**src/hw/rtl/irpdt_pkg.sv**
```systemverilog
// Shared constants and helpers for the infrared pulse-distance transmitter.
package irpdt_pkg;

  localparam int TickCountWidth = 12;
  localparam int DurWidth       = 12;
  localparam int RepeatWidth    = 4;
  localparam int PhaseWidth     = 3;
  localparam int BitPosWidth    = 6;
  localparam int CfgIndexWidth  = 3;

  localparam logic [BitPosWidth-1:0] StopPosition = BitPosWidth'(32);

  localparam logic [PhaseWidth-1:0] PH_IDLE      = 3'd0;
  localparam logic [PhaseWidth-1:0] PH_HEAD_HIGH = 3'd1;
  localparam logic [PhaseWidth-1:0] PH_HEAD_LOW  = 3'd2;
  localparam logic [PhaseWidth-1:0] PH_BIT_HIGH  = 3'd3;
  localparam logic [PhaseWidth-1:0] PH_BIT_LOW   = 3'd4;
  localparam logic [PhaseWidth-1:0] PH_GAP       = 3'd5;

  localparam logic [CfgIndexWidth-1:0] REG_HEADER_HIGH = 3'd0;
  localparam logic [CfgIndexWidth-1:0] REG_HEADER_LOW  = 3'd1;
  localparam logic [CfgIndexWidth-1:0] REG_ZERO_HIGH   = 3'd2;
  localparam logic [CfgIndexWidth-1:0] REG_ZERO_LOW    = 3'd3;
  localparam logic [CfgIndexWidth-1:0] REG_ONE_HIGH    = 3'd4;
  localparam logic [CfgIndexWidth-1:0] REG_ONE_LOW     = 3'd5;
  localparam logic [CfgIndexWidth-1:0] REG_GAP         = 3'd6;
  localparam logic [CfgIndexWidth-1:0] REG_REPEAT      = 3'd7;

  localparam logic [DurWidth-1:0]    HeaderHighReset = 12'd360;
  localparam logic [DurWidth-1:0]    HeaderLowReset  = 12'd180;
  localparam logic [DurWidth-1:0]    ZeroHighReset   = 12'd22;
  localparam logic [DurWidth-1:0]    ZeroLowReset    = 12'd23;
  localparam logic [DurWidth-1:0]    OneHighReset    = 12'd45;
  localparam logic [DurWidth-1:0]    OneLowReset     = 12'd45;
  localparam logic [DurWidth-1:0]    GapReset        = 12'd220;
  localparam logic [RepeatWidth-1:0] RepeatReset     = 4'd6;

  function automatic logic [TickCountWidth-1:0] load_ticks(input logic [DurWidth-1:0] dur);
    return TickCountWidth'(dur);
  endfunction

endpackage

```
**src/hw/rtl/ir_pulse_distance_transmitter.sv**
```systemverilog
// Infrared pulse-distance transmitter: frame sequencer with a registered result beat.
// Each accepted input beat gives its result beat on the next cycle. The sequencer state
// updates in a single pass; one input beat per cycle unless a stalled result holds it.
// A result beat waits in the output register while a new input beat is accepted in the
// cycle it drains. Reset is synchronous: it returns the sequencer to idle, empties the
// output register and loads the default timing registers.
module ir_pulse_distance_transmitter (
  input  logic        clk,
  input  logic        rst,
  input  logic        s_tvalid,
  output logic        s_tready,
  input  logic [15:0] s_tdata,   // address_byte [7:0], data_byte [15:8]
  input  logic [0:0]  s_tuser,   // kind [0]
  output logic        m_tvalid,
  input  logic        m_tready,
  output logic [7:0]  m_tdata,   // pin_level [0], busy_res [1], command_dropped [2], zero pad
  input  logic        cfg_we,
  input  logic [irpdt_pkg::CfgIndexWidth-1:0] cfg_index,
  input  logic [irpdt_pkg::DurWidth-1:0]      cfg_data
);

  logic [irpdt_pkg::DurWidth-1:0]    header_high_ticks;
  logic [irpdt_pkg::DurWidth-1:0]    header_low_ticks;
  logic [irpdt_pkg::DurWidth-1:0]    zero_high_ticks;
  logic [irpdt_pkg::DurWidth-1:0]    zero_low_ticks;
  logic [irpdt_pkg::DurWidth-1:0]    one_high_ticks;
  logic [irpdt_pkg::DurWidth-1:0]    one_low_ticks;
  logic [irpdt_pkg::DurWidth-1:0]    gap_ticks;
  logic [irpdt_pkg::RepeatWidth-1:0] repeat_count;

  logic [irpdt_pkg::PhaseWidth-1:0]     phase, phase_next;
  logic [irpdt_pkg::TickCountWidth-1:0] ticks_left, ticks_left_next;
  logic [irpdt_pkg::BitPosWidth-1:0]    bit_position, bit_position_next;
  logic [irpdt_pkg::RepeatWidth-1:0]    frames_left, frames_left_next;
  logic [31:0]                          frame_word, frame_word_next;

  logic       accept;
  logic       dropped;
  logic       pin_next;
  logic       busy_next;
  logic [7:0] addr;
  logic [7:0] data;

  function automatic logic bit_at(input logic [31:0] word,
                                  input logic [irpdt_pkg::BitPosWidth-1:0] pos);
    if (pos >= irpdt_pkg::StopPosition) begin
      return 1'b1;
    end
    return word[pos[4:0]];
  endfunction

  assign s_tready = !m_tvalid || m_tready;
  assign accept   = s_tvalid && s_tready;
  assign addr     = s_tdata[7:0];
  assign data     = s_tdata[15:8];

  always_ff @(posedge clk) begin
    if (rst) begin
      header_high_ticks <= irpdt_pkg::HeaderHighReset;
      header_low_ticks  <= irpdt_pkg::HeaderLowReset;
      zero_high_ticks   <= irpdt_pkg::ZeroHighReset;
      zero_low_ticks    <= irpdt_pkg::ZeroLowReset;
      one_high_ticks    <= irpdt_pkg::OneHighReset;
      one_low_ticks     <= irpdt_pkg::OneLowReset;
      gap_ticks         <= irpdt_pkg::GapReset;
      repeat_count      <= irpdt_pkg::RepeatReset;
    end else if (cfg_we) begin
      case (cfg_index)
        irpdt_pkg::REG_HEADER_HIGH: header_high_ticks <= cfg_data;
        irpdt_pkg::REG_HEADER_LOW:  header_low_ticks  <= cfg_data;
        irpdt_pkg::REG_ZERO_HIGH:   zero_high_ticks   <= cfg_data;
        irpdt_pkg::REG_ZERO_LOW:    zero_low_ticks    <= cfg_data;
        irpdt_pkg::REG_ONE_HIGH:    one_high_ticks    <= cfg_data;
        irpdt_pkg::REG_ONE_LOW:     one_low_ticks     <= cfg_data;
        irpdt_pkg::REG_GAP:         gap_ticks         <= cfg_data;
        irpdt_pkg::REG_REPEAT:      repeat_count      <= cfg_data[irpdt_pkg::RepeatWidth-1:0];
        default: ;
      endcase
    end
  end

  always_comb begin
    phase_next        = phase;
    ticks_left_next   = ticks_left;
    bit_position_next = bit_position;
    frames_left_next  = frames_left;
    frame_word_next   = frame_word;
    dropped           = 1'b0;
    if (s_tuser[0]) begin
      if (phase != irpdt_pkg::PH_IDLE) begin
        dropped = 1'b1;
      end else begin
        frame_word_next   = {~data, data, ~addr, addr};
        frames_left_next  = repeat_count;
        bit_position_next = '0;
        phase_next        = irpdt_pkg::PH_HEAD_HIGH;
        ticks_left_next   = irpdt_pkg::load_ticks(header_high_ticks);
      end
    end else if (phase != irpdt_pkg::PH_IDLE) begin
      if (ticks_left > irpdt_pkg::TickCountWidth'(1)) begin
        ticks_left_next = ticks_left - irpdt_pkg::TickCountWidth'(1);
      end else begin
        case (phase)
          irpdt_pkg::PH_HEAD_HIGH: begin
            phase_next      = irpdt_pkg::PH_HEAD_LOW;
            ticks_left_next = irpdt_pkg::load_ticks(header_low_ticks);
          end
          irpdt_pkg::PH_HEAD_LOW: begin
            if (frames_left == '0) begin
              phase_next      = irpdt_pkg::PH_IDLE;
              ticks_left_next = '0;
            end else begin
              bit_position_next = '0;
              phase_next        = irpdt_pkg::PH_BIT_HIGH;
              ticks_left_next   = irpdt_pkg::load_ticks(frame_word[0] ? one_high_ticks
                                                                      : zero_high_ticks);
            end
          end
          irpdt_pkg::PH_BIT_HIGH: begin
            phase_next      = irpdt_pkg::PH_BIT_LOW;
            ticks_left_next = irpdt_pkg::load_ticks(bit_at(frame_word, bit_position) ?
                                                    one_low_ticks : zero_low_ticks);
          end
          irpdt_pkg::PH_BIT_LOW: begin
            if (bit_position >= irpdt_pkg::StopPosition) begin
              phase_next      = irpdt_pkg::PH_GAP;
              ticks_left_next = irpdt_pkg::load_ticks(gap_ticks);
            end else begin
              bit_position_next = bit_position + irpdt_pkg::BitPosWidth'(1);
              phase_next        = irpdt_pkg::PH_BIT_HIGH;
              ticks_left_next   = irpdt_pkg::load_ticks(
                                    bit_at(frame_word, bit_position_next) ?
                                    one_high_ticks : zero_high_ticks);
            end
          end
          irpdt_pkg::PH_GAP: begin
            frames_left_next  = frames_left - irpdt_pkg::RepeatWidth'(1);
            bit_position_next = '0;
            if (frames_left_next == '0) begin
              phase_next      = irpdt_pkg::PH_IDLE;
              ticks_left_next = '0;
            end else begin
              phase_next      = irpdt_pkg::PH_BIT_HIGH;
              ticks_left_next = irpdt_pkg::load_ticks(frame_word[0] ? one_high_ticks
                                                                    : zero_high_ticks);
            end
          end
          default: begin
            phase_next      = irpdt_pkg::PH_IDLE;
            ticks_left_next = '0;
          end
        endcase
      end
    end
    pin_next  = (phase_next == irpdt_pkg::PH_HEAD_HIGH) ||
                (phase_next == irpdt_pkg::PH_BIT_HIGH);
    busy_next = (phase_next != irpdt_pkg::PH_IDLE);
  end

  always_ff @(posedge clk) begin
    if (rst) begin
      phase        <= irpdt_pkg::PH_IDLE;
      ticks_left   <= '0;
      bit_position <= '0;
      frames_left  <= '0;
      frame_word   <= '0;
    end else if (accept) begin
      phase        <= phase_next;
      ticks_left   <= ticks_left_next;
      bit_position <= bit_position_next;
      frames_left  <= frames_left_next;
      frame_word   <= frame_word_next;
    end
  end

  always_ff @(posedge clk) begin
    if (rst) begin
      m_tvalid <= 1'b0;
    end else if (accept) begin
      m_tvalid <= 1'b1;
    end else if (m_tready) begin
      m_tvalid <= 1'b0;
    end
  end

  always_ff @(posedge clk) begin
    if (accept) begin
      m_tdata <= {5'b0, dropped, busy_next, pin_next};
    end
  end

endmodule

```
**config.mk**
```make
export PLATFORM = sky130hd
export DESIGN_NAME = ir_pulse_distance_transmitter
export DESIGN_NICKNAME = d
export VERILOG_FILES = /design/src/hw/rtl/irpdt_pkg.sv /design/src/hw/rtl/ir_pulse_distance_transmitter.sv
export SDC_FILE = /design/constraint.sdc
export NUM_CORES = 1
export LEC_CHECK = 0
export ABC_AREA = 1
export CAP_MARGIN = 20
export CORE_ASPECT_RATIO = 1.2
export CORE_MARGIN = 3
export CORE_UTILIZATION = 30
export DETAILED_ROUTE_END_ITERATION = 8
export DONT_BUFFER_PORTS = 1
export PLACE_DENSITY_LB_ADDON = 0.08
export SYNTH_ARGS = -nofsm -noshare
export SYNTH_HDL_FRONTEND = slang
export SYNTH_SLANG_ARGS = --single-unit
```
**constraint.sdc**
```tcl
create_clock -name clk -period 3.7 [get_ports clk]
set_input_delay 0 -clock clk [delete_from_list [all_inputs] [get_ports clk]]
set_output_delay 0 -clock clk [all_outputs]
set_load 0.05 [all_outputs]
```
==> qor.yml, run 1 <==
status: "completed"
p_sw_mw: 1.55
async_reset_ff_share_pct: 0
drc: 0
dieArea_um2: 27700
drt_iter0_markers: 341
cp_data_required_time_ns: 4.01
clk_path_buf_depth: 2
synth.most_common_cell: "nand2_1"
period_share_pct: 90.5
skew_ns: 0.0133
finalMaxSlewViolations: 0
num-nets-final: 1194
fin_util_pct: 35.8
rsz0062_at_grt: "no"
vdd_drop_max_uv: 334
syn-cell-area_um2: 7720
vias: 7175
htree_levels: 4
register_area_um2: 3010
grt_use_total_pct: 18.1
setup_viol_count_final: 0
fin_crit_ns: 3.35
path_cells: "ha_1 -> inv_1 -> nand3_1 -> nand3_1 -> nand3_1 -> nand3_4 -> nand3_4 -> nand2_2 -> nand3_2 -> nand3_1 -> nand2_1 -> nand2_1 -> nand2_1 -> a21oi_2 -> dlygate4sd3_1"
overflow: 0
first_global_vias: 7046
path_buf_inv: 2
gp_congestion: 0.788
synthFlopType: "dfxtp_1"
syn_inst: 1136
yosysSeqAreaShare_pct: 39.0
synth.area.top_cells: "dfxtp_1 (38%), nand2_1 (12%), a21oi_1 (7.4%), nand3_1 (6.9%), inv_1 (6.6%)"
critical_path.top_delay_family: "simple AND/OR/NAND/NOR gates"
synth_edf_count: 3
yosys.area.top_type: "dfxtp_1"
die_h_um: 182
clkPwrFrac_pct: 38.8
ant_nets: 0
cts_tree: "done"
std_cell_rows: 63
slowest_delay_ns: 0.63
root_buffer: "clkbuf_16"
dr.pass1.iters: 4
antenna_found_initial: 1
clk_pin_slew_ns: 0.07
clock_latency_ns: 0.43
cts_num_sinks: 149
numCtsBuffers: 17
yosys_warnings: 0
area_growth_pct: 16.0
finalSetupTns_ns: 0
end_kind: "flip-flop"
worstHoldPathType: "input pin to flip-flop"
yosys-top-cells-count: "nand2_1 (254), dfxtp_1 (146), inv_1 (136)"
path_max_fanout: 15
switching_share_pct: 33.2
p_int_mw: 3.12
worst_slew_pin_slew_ns: 1.07
multi_input_area_um2: 3850
max_cap_viol_count: 0
fmax_mhz: 299
port-buffer-count: 0
grt_max_degree: 63
crit_type: "flip-flop to flip-flop"
ios: 47
final-hold-violation-count: 0
wire_per_inst_um: 16.8
cts_resized: 0
grt_pass1_wl_um: 39700
synth-seq-cells: 149
cts_setup_buffers: 0
p_comb_share_pct: 22.8
hpwl_um: 17400
cpMaxStageDelayCell: "ha_1"
synth_top_area_share_pct: 37.9
via_per_inst: 4.82
routed_wl_um: 25100
startpoint_type: "flip-flop"
maxSlewHeadroom_pct: 28.6
p_seq_share_pct: 38.4
leakage_nw: 3.73
core_area_um2: 25000
start_util_pct: 30.9
crit_arrival_ns: 3.65
fillerInstances: 2729
whs_ns: 0.00714
cpMostUsedCell: "nand3_1"
fp.dieW_um: 152
layout-drive-gt1-share_pct: 6.53
yosysUniqueCellTypes: 45
avgSynthCellArea_um2: 6.80
power_density_nw_per_um2: 522
-- layout make-up --
| class | count | share of cell area [%] |
|---|---|---|
| multi-input cells | 786 | 43.0 |
| flip-flops and latches | 149 | 33.7 |
| clock buffers | 21 | 5.27 |
| diodes | 1 | 0.0280 |
| clock inverters | 11 | 1.51 |
| inverters | 141 | 5.97 |
| well taps | 325 | 4.54 |
| repair buffers | 56 | 5.98 |
-- layer usage --
metal  global-route usage, %  vias up  part of all wire, %
li1                        -     3737                    -
met1                    22.5     3297                   46
met2                    32.3      111                   49
met3                    3.05       30                  3.3
met4                    5.13        0                  1.7
met5                       0        -                    0
-- metrics by stage --
stage / power, mW / area [um2] / setup slack, ns / std cells
after floorplan: 2.60 / 7730 / 1.40 / 1140
after global placement: 2.83 / 7910 / 0.813 / 1415
after detailed placement: 2.83 / 7910 / 0.803 / 1415
after CTS: 4.73 / 8950 / 0.350 / 1489
after global routing: 4.93 / 8950 / 0.0954 / 1490
final: 4.67 / 8950 / 0.353 / 1490
-- flip-flops by register name, indices dropped and copies added, names as in the netlist --
name	count
ticks_left	12
bit_position	6
one_high_ticks	12
repeat_count	4
m_tdata	3
one_low_ticks	12
frame_word	32
zero_low_ticks	12
frames_left	4
zero_high_ticks	12
gap_ticks	12
header_high_ticks	12
header_low_ticks	12
phase	3
m_tvalid	1
-- cells by family (layout without fill, tap and decap cells) --
| group | after synthesis | after routing | share of synthesized area, % |
|---|---|---|---|
| AND/OR/NAND/NOR | 503 | 503 | 28.4 |
| AO/OA/AOI/OAI | 260 | 260 | 18.8 |
| buffers and inverters | 205 | 229 | 11.2 |
| flip-flops | 149 | 149 | 39.0 |
| XOR/XNOR | 12 | 12 | 1.46 |
| adder cells (fa/ha/maj) | 6 | 6 | 0.972 |
| other | 1 | 6 | 0.0486 |
-- worst register-to-register path, cell delays in order (launching register included) --
cell and delay (ns):
dfxtp_1 0.40, ha_1 0.63, inv_1 0.27, nand3_1 0.14, nand3_1 0.09, nand3_1 0.16, nand3_4 0.22, nand3_4 0.30
nand2_2 0.08, nand3_2 0.06, nand3_1 0.07, nand2_1 0.08, nand2_1 0.05, nand2_1 0.07, a21oi_2 0.05, dlygate4sd3_1 0.56
-- layout by cell type, fill, tap and decap left out, types with 3 or more instances in the layout --
| master | Yosys | final |
|---|---|---|
| a211oi_1 | 14 | 14 |
| a21oi_1 | 114 | 114 |
| a21oi_2 | 3 | 3 |
| a221oi_1 | 4 | 4 |
| buf_4 | 7 | 14 |
| clkbuf_16 | 0 | 18 |
| conb_1 | 1 | 5 |
| dfxtp_1 | 146 | 146 |
| dlygate4sd3_1 | 0 | 41 |
| edfxtp_1 | 3 | 3 |
| ha_1 | 6 | 6 |
| inv_1 | 136 | 135 |
| inv_2 | 3 | 4 |
| inv_6 | 1 | 6 |
| nand2_1 | 254 | 254 |
| nand2_2 | 8 | 8 |
| nand3_1 | 107 | 107 |
| nand3_2 | 3 | 3 |
| nand3_4 | 3 | 3 |
| nand4_1 | 12 | 12 |
| nor2_1 | 102 | 102 |
| nor3_1 | 5 | 5 |
| o211ai_1 | 20 | 20 |
| o21ai_0 | 90 | 90 |
| o21ai_1 | 7 | 7 |
| xor2_1 | 9 | 9 |
-- power by group through the flow --
stage	clock (mW)	sequential, mW	combinational, mW
2_1_floorplan	0	1.80	0.800
3_3_place_gp	0	1.83	1.00
3_5_place_dp	0	1.83	1.00
4_1_cts	1.86	1.79	1.08
5_1_grt	1.93	1.80	1.20
6_report	1.81	1.79	1.07
-- final timing paths --
| path | cells past startpoint | startpoint | end | slack [ns] |
|---|---|---|---|---|
| worst max-delay path | 15 | bit_position[0] | ticks_left[11] | 0.35 |
| worst min-delay path | 4 | cfg_index[2] | repeat_count[1] | 0.007 |
| worst max register to register | 15 | bit_position[0] | ticks_left[11] | 0.35 |
| worst min register to register | 2 | gap_ticks[5] | gap_ticks[5] | 0.45 |
-- what timing repair did --
action / in CTS / in global routing
hold endpoints to repair: 150 / 0
endpoints found under the setup margin: 0 / 0
hold buffers: 42 / 0
Note: power is estimated with default switching activity, not from simulation.
==> inputs of run 2 (changes only) <==
CORE_UTILIZATION = 57   (was 30)
==> run 2 against run 1 <==
Compared with the run above:
- clock power increased by 12%
- hold slack improved by 0.012 ns
- wire length decreased by 15%
- die area decreased by 46%
- setup slack got worse by 0.076 ns
- clock-buffer cell count decreased by 2
- sequential share of layout area increased by 0.44 points
==> qor.yml, run 2 (synthesis gave the netlist of run 1 again) <==
fin_util_pct: 68.2
overflow: 0
num-nets-final: 1193
cts_tree: "done"
layout_common_cells: "nand2_1 (254), dfxtp_1 (146), inv_1 (135)"
placed_cell_area_um2: 7680
maxSlewHeadroom_pct: 30.3
via_per_inst: 5.63
std_cell_rows: 45
htree_levels: 4
critPathCapture: "ticks_left[11]"
hpwl_um: 14400
first_global_vias: 7244
cts_num_sinks: 149
clk_path_buf_depth: 2
fin_crit_ns: 3.42
stdcell_area_um2: 8840
period_share_pct: 92.5
layout_commonest_cell: "nand2_1"
area_growth_pct: 14.5
startpoint_type: "flip-flop"
critPathLaunch: "bit_position[1]"
finalSetupTns_ns: 0
max_cap_viol_count: 0
grt_max_degree: 64
crit_arrival_ns: 3.80
end_kind: "flip-flop"
reg2reg_to: "ticks_left[11]"
setup_viol_count_final: 0
vdd_drop_max_uv: 369
routed_wl_um: 21400
layout-drive-gt1-share_pct: 6.36
antenna_found_initial: 0
fillerInstances: 1144
drt_iter0_markers: 637
crit_type: "flip-flop to flip-flop"
dr.pass1.iters: 6
path_max_fanout: 15
numCtsBuffers: 17
worst_slew_pin_slew_ns: 1.04
power_density_nw_per_um2: 549
root_buffer: "clkbuf_16"
status: "completed"
fmax_mhz: 292
leakage_nw: 3.76
rsz0062_at_grt: "no"
worstHoldPathType: "input pin to flip-flop"
timing.rr.start: "bit_position[1]"
start_util_pct: 59.6
grt_use_total_pct: 29.0
ios: 47
clock_latency_ns: 0.43
r2r_slack_ns: 0.28
gp_congestion: 0.875
grt_pass1_wl_um: 35300
cp_data_required_time_ns: 4.08
core_area_um2: 12900
cts_setup_buffers: 0
vias: 7476
min_from: "s_tuser"
fp.dieW_um: 112
clk_pin_slew_ns: 0.06
regMostFlops: "frame_word"
largest_reg_flops: 32
wire_per_inst_um: 16.1
dieArea_um2: 15000
die_h_um: 133
ant_nets: 0
drc: 0
final-hold-violation-count: 0
port-buffer-count: 0
reg2reg_depth: 15
skew_ns: 0.0139
finalMaxSlewViolations: 0
run 2: how the worst min path moves through the flow:
| stage | to | slack, ns | cells past startpoint |
|---|---|---|---|
| floorplan | zero_low_ticks[1] | 0.13 | 2 |
| global placement | ticks_left[11] | 0.07 | 1 |
| detailed placement | m_tvalid | 0.08 | 1 |
| CTS | m_tdata[2] | 0.02 | 2 |
| global route | m_tdata[2] | 0.05 | 2 |
| finish | m_tdata[2] | 0.02 | 2 |
run 2: repair_timing:
action,4_1_cts,5_1_grt
gates resized for setup,0,0
endpoints found under the hold margin,151,0
hold buffers,45,0
run 2: final cells by class:
class	count	area, um2	area share [%]
clock buffers	19	453	5.13
inverters	141	534	6.05
well taps	164	205	2.32
multi-input cells	786	3850	43.6
diodes	1	2.50	0.0283
repair buffers	55	536	6.06
flip-flops and latches	149	3010	34.1
clock inverters	13	240	2.72
run 2: worst max-delay path: stages (launching register included):
cell	delay (ns)
dfxtp_1	0.65
ha_1	0.48
inv_1	0.30
nand3_1	0.12
nand3_1	0.10
nand3_1	0.13
nand3_4	0.21
nand3_4	0.25
nand2_2	0.13
nand3_2	0.06
nand3_1	0.09
nand2_1	0.05
nand2_1	0.08
nand2_1	0.06
a21oi_2	0.10
dlygate4sd3_1	0.55
run 2: metrics by stage:
| stage | power, mW | std cells | setup slack (ns) | hold WS (ns) |
|---|---|---|---|---|
| after global routing | 5.06 | 1327 | 0.0267 | 0.0461 |
| after global placement | 2.76 | 1250 | 0.880 | 0.0734 |
| after floorplan | 2.60 | 1140 | 1.40 | 0.126 |
| final | 4.85 | 1328 | 0.277 | 0.0192 |
| after detailed placement | 2.77 | 1250 | 0.852 | 0.0758 |
| after CTS | 4.85 | 1327 | 0.346 | 0.0165 |
run 2: power breakdown:
group / internal [mW] / switching, mW
logic: 0.339 / 0.690
clock network: 1.31 / 0.712
registers: 1.71 / 0.0935
total: 3.35 / 1.49
run 2: routing by layer:
layer | vias to the layer above | global-route usage (%) | part of all wire, %
met1 | 3457 | 35.8 | 43
met5 | - | 0 | 0
met3 | 57 | 5.72 | 5.2
met2 | 235 | 49.9 | 49
met4 | 0 | 11.2 | 2.6
li1 | 3727 | - | -
==> inputs of run 3 (changes only) <==
RECOVER_POWER = 50   (was default)
==> run 3 against run 2 <==
Compared with the run above:
- global-route usage did not move
- first-iteration DRC count rose by 0.78%
- sequential cell count did not move
- sequential share of layout area barely moved
- register-to-register slack improved by 0.02 ns
- design area fell by 0.11%
- hold slack got worse by 0.00062 ns
- critical path depth did not move
- critical path type unchanged
- critical endpoint unchanged
- largest power group unchanged
- highest routed layer unchanged
==> qor.yml, run 3 (synthesis gave the netlist of run 1 again) <==
ant_nets: 0
finalSetupTns_ns: 0
timing.rr.start: "bit_position[1]"
startpoint_type: "flip-flop"
root_buffer: "clkbuf_16"
cts_num_sinks: 149
path_max_fanout: 15
setup_viol_count_final: 0
first_global_vias: 7244
largest_reg_flops: 32
finalMaxSlewViolations: 0
end_kind: "flip-flop"
cts_setup_buffers: 0
clk_pin_slew_ns: 0.06
switching_share_pct: 30.8
ios: 47
p_seq_share_pct: 37.1
power_density_nw_per_um2: 549
stdcell_area_um2: 8830
maxSlewHeadroom_pct: 30.4
dr.pass1.iters: 5
vias: 7433
grt_use_total_pct: 29.0
layout_commonest_cell: "nand2_1"
antenna_found_initial: 0
clkPwrFrac_pct: 41.7
grt_pass1_wl_um: 35300
p_sw_mw: 1.49
grt_max_degree: 64
p_comb_share_pct: 21.2
period_share_pct: 92.1
hpwl_um: 14400
via_per_inst: 5.60
whs_ns: 0.0186
fmax_mhz: 294
rsz0062_at_grt: "no"
crit_type: "flip-flop to flip-flop"
dieArea_um2: 15000
overflow: 0
clk_path_buf_depth: 2
fin_ws_ns: 0.293
die_h_um: 133
regMostFlops: "frame_word"
skew_ns: 0.0158
leakage_nw: 3.76
r2r_slack_ns: 0.29
cts_tree: "done"
dpl.cell_count: 1250
crit_arrival_ns: 3.79
fin_util_pct: 68.2
routed_wl_um: 21400
clock_latency_ns: 0.43
drc: 0
core_area_um2: 12900
layout_common_cells: "nand2_1 (254), dfxtp_1 (146), inv_1 (135)"
vdd_drop_max_uv: 368
std_cell_rows: 45
placed_cell_area_um2: 7680
gp_congestion: 0.875
final-hold-violation-count: 0
status: "completed"
layout-drive-gt1-share_pct: 6.19
stdcell_count: 1327
drt_iter0_markers: 642
fin_crit_ns: 3.41
worstHoldPathType: "input pin to flip-flop"
total_power_mw: 4.85
dp_slack_ns: 0.852
start_util_pct: 59.6
wire_per_inst_um: 16.1
min_from: "s_tuser"
p_int_mw: 3.35
worst_slew_pin_slew_ns: 1.04
max_cap_viol_count: 0
num-nets-final: 1193
area_growth_pct: 14.3
cp_data_required_time_ns: 4.08
port-buffer-count: 0
numCtsBuffers: 17
critPathLaunch: "bit_position[1]"
num_antenna_cells: 0
htree_levels: 4
fp.dieW_um: 112
## run 3: routing by layer
layer / vias up / global-route usage [%] / part of all wire (%)
li1: 3732 / - / -
met1: 3432 / 35.8 / 43
met2: 221 / 49.9 / 50
met3: 48 / 5.72 / 5.0
met4: 0 / 11.2 / 2.3
met5: - / 0 / 0
## run 3: repair_timing
action / in CTS / in global routing
hold buffers: 45 / 0
hold endpoints to repair: 151 / 0
gates resized for setup: 0 / 0
## run 3: worst max-delay path, cell delays in order, from the launching register on
cell	delay (ns)
dfxtp_1	0.64
ha_1	0.48
inv_1	0.30
nand3_1	0.12
nand3_1	0.10
nand3_1	0.13
nand3_4	0.21
nand3_4	0.25
nand2_2	0.13
nand3_2	0.06
nand3_1	0.09
nand2_1	0.05
nand2_1	0.08
nand2_1	0.06
a21oi_2	0.10
dlygate4sd3_1	0.55
## run 3: power by group through the flow
stage	Sequential, mW	Combinational (mW)	Clock (mW)
finish	1.80	1.03	2.02
detailed placement	1.83	0.941	0
CTS	1.80	1.02	2.04
global route	1.81	1.15	2.10
floorplan	1.80	0.800	0
global placement	1.83	0.929	0
## run 3: layout make-up
class | count | area, um2
clock buffers | 19 | 453
clock inverters | 13 | 240
fillers | 1149 | 4120
inverters | 141 | 534
multi-input cells | 786 | 3850
flip-flops and latches | 149 | 3010
well taps | 164 | 205
repair buffers | 55 | 528
## run 3: worst paths after layout
check	end	cells past startpoint
max reg2reg	ticks_left[11]	15
min reg2reg	zero_low_ticks[5]	2
max	ticks_left[11]	15
min	m_tdata[2]	2
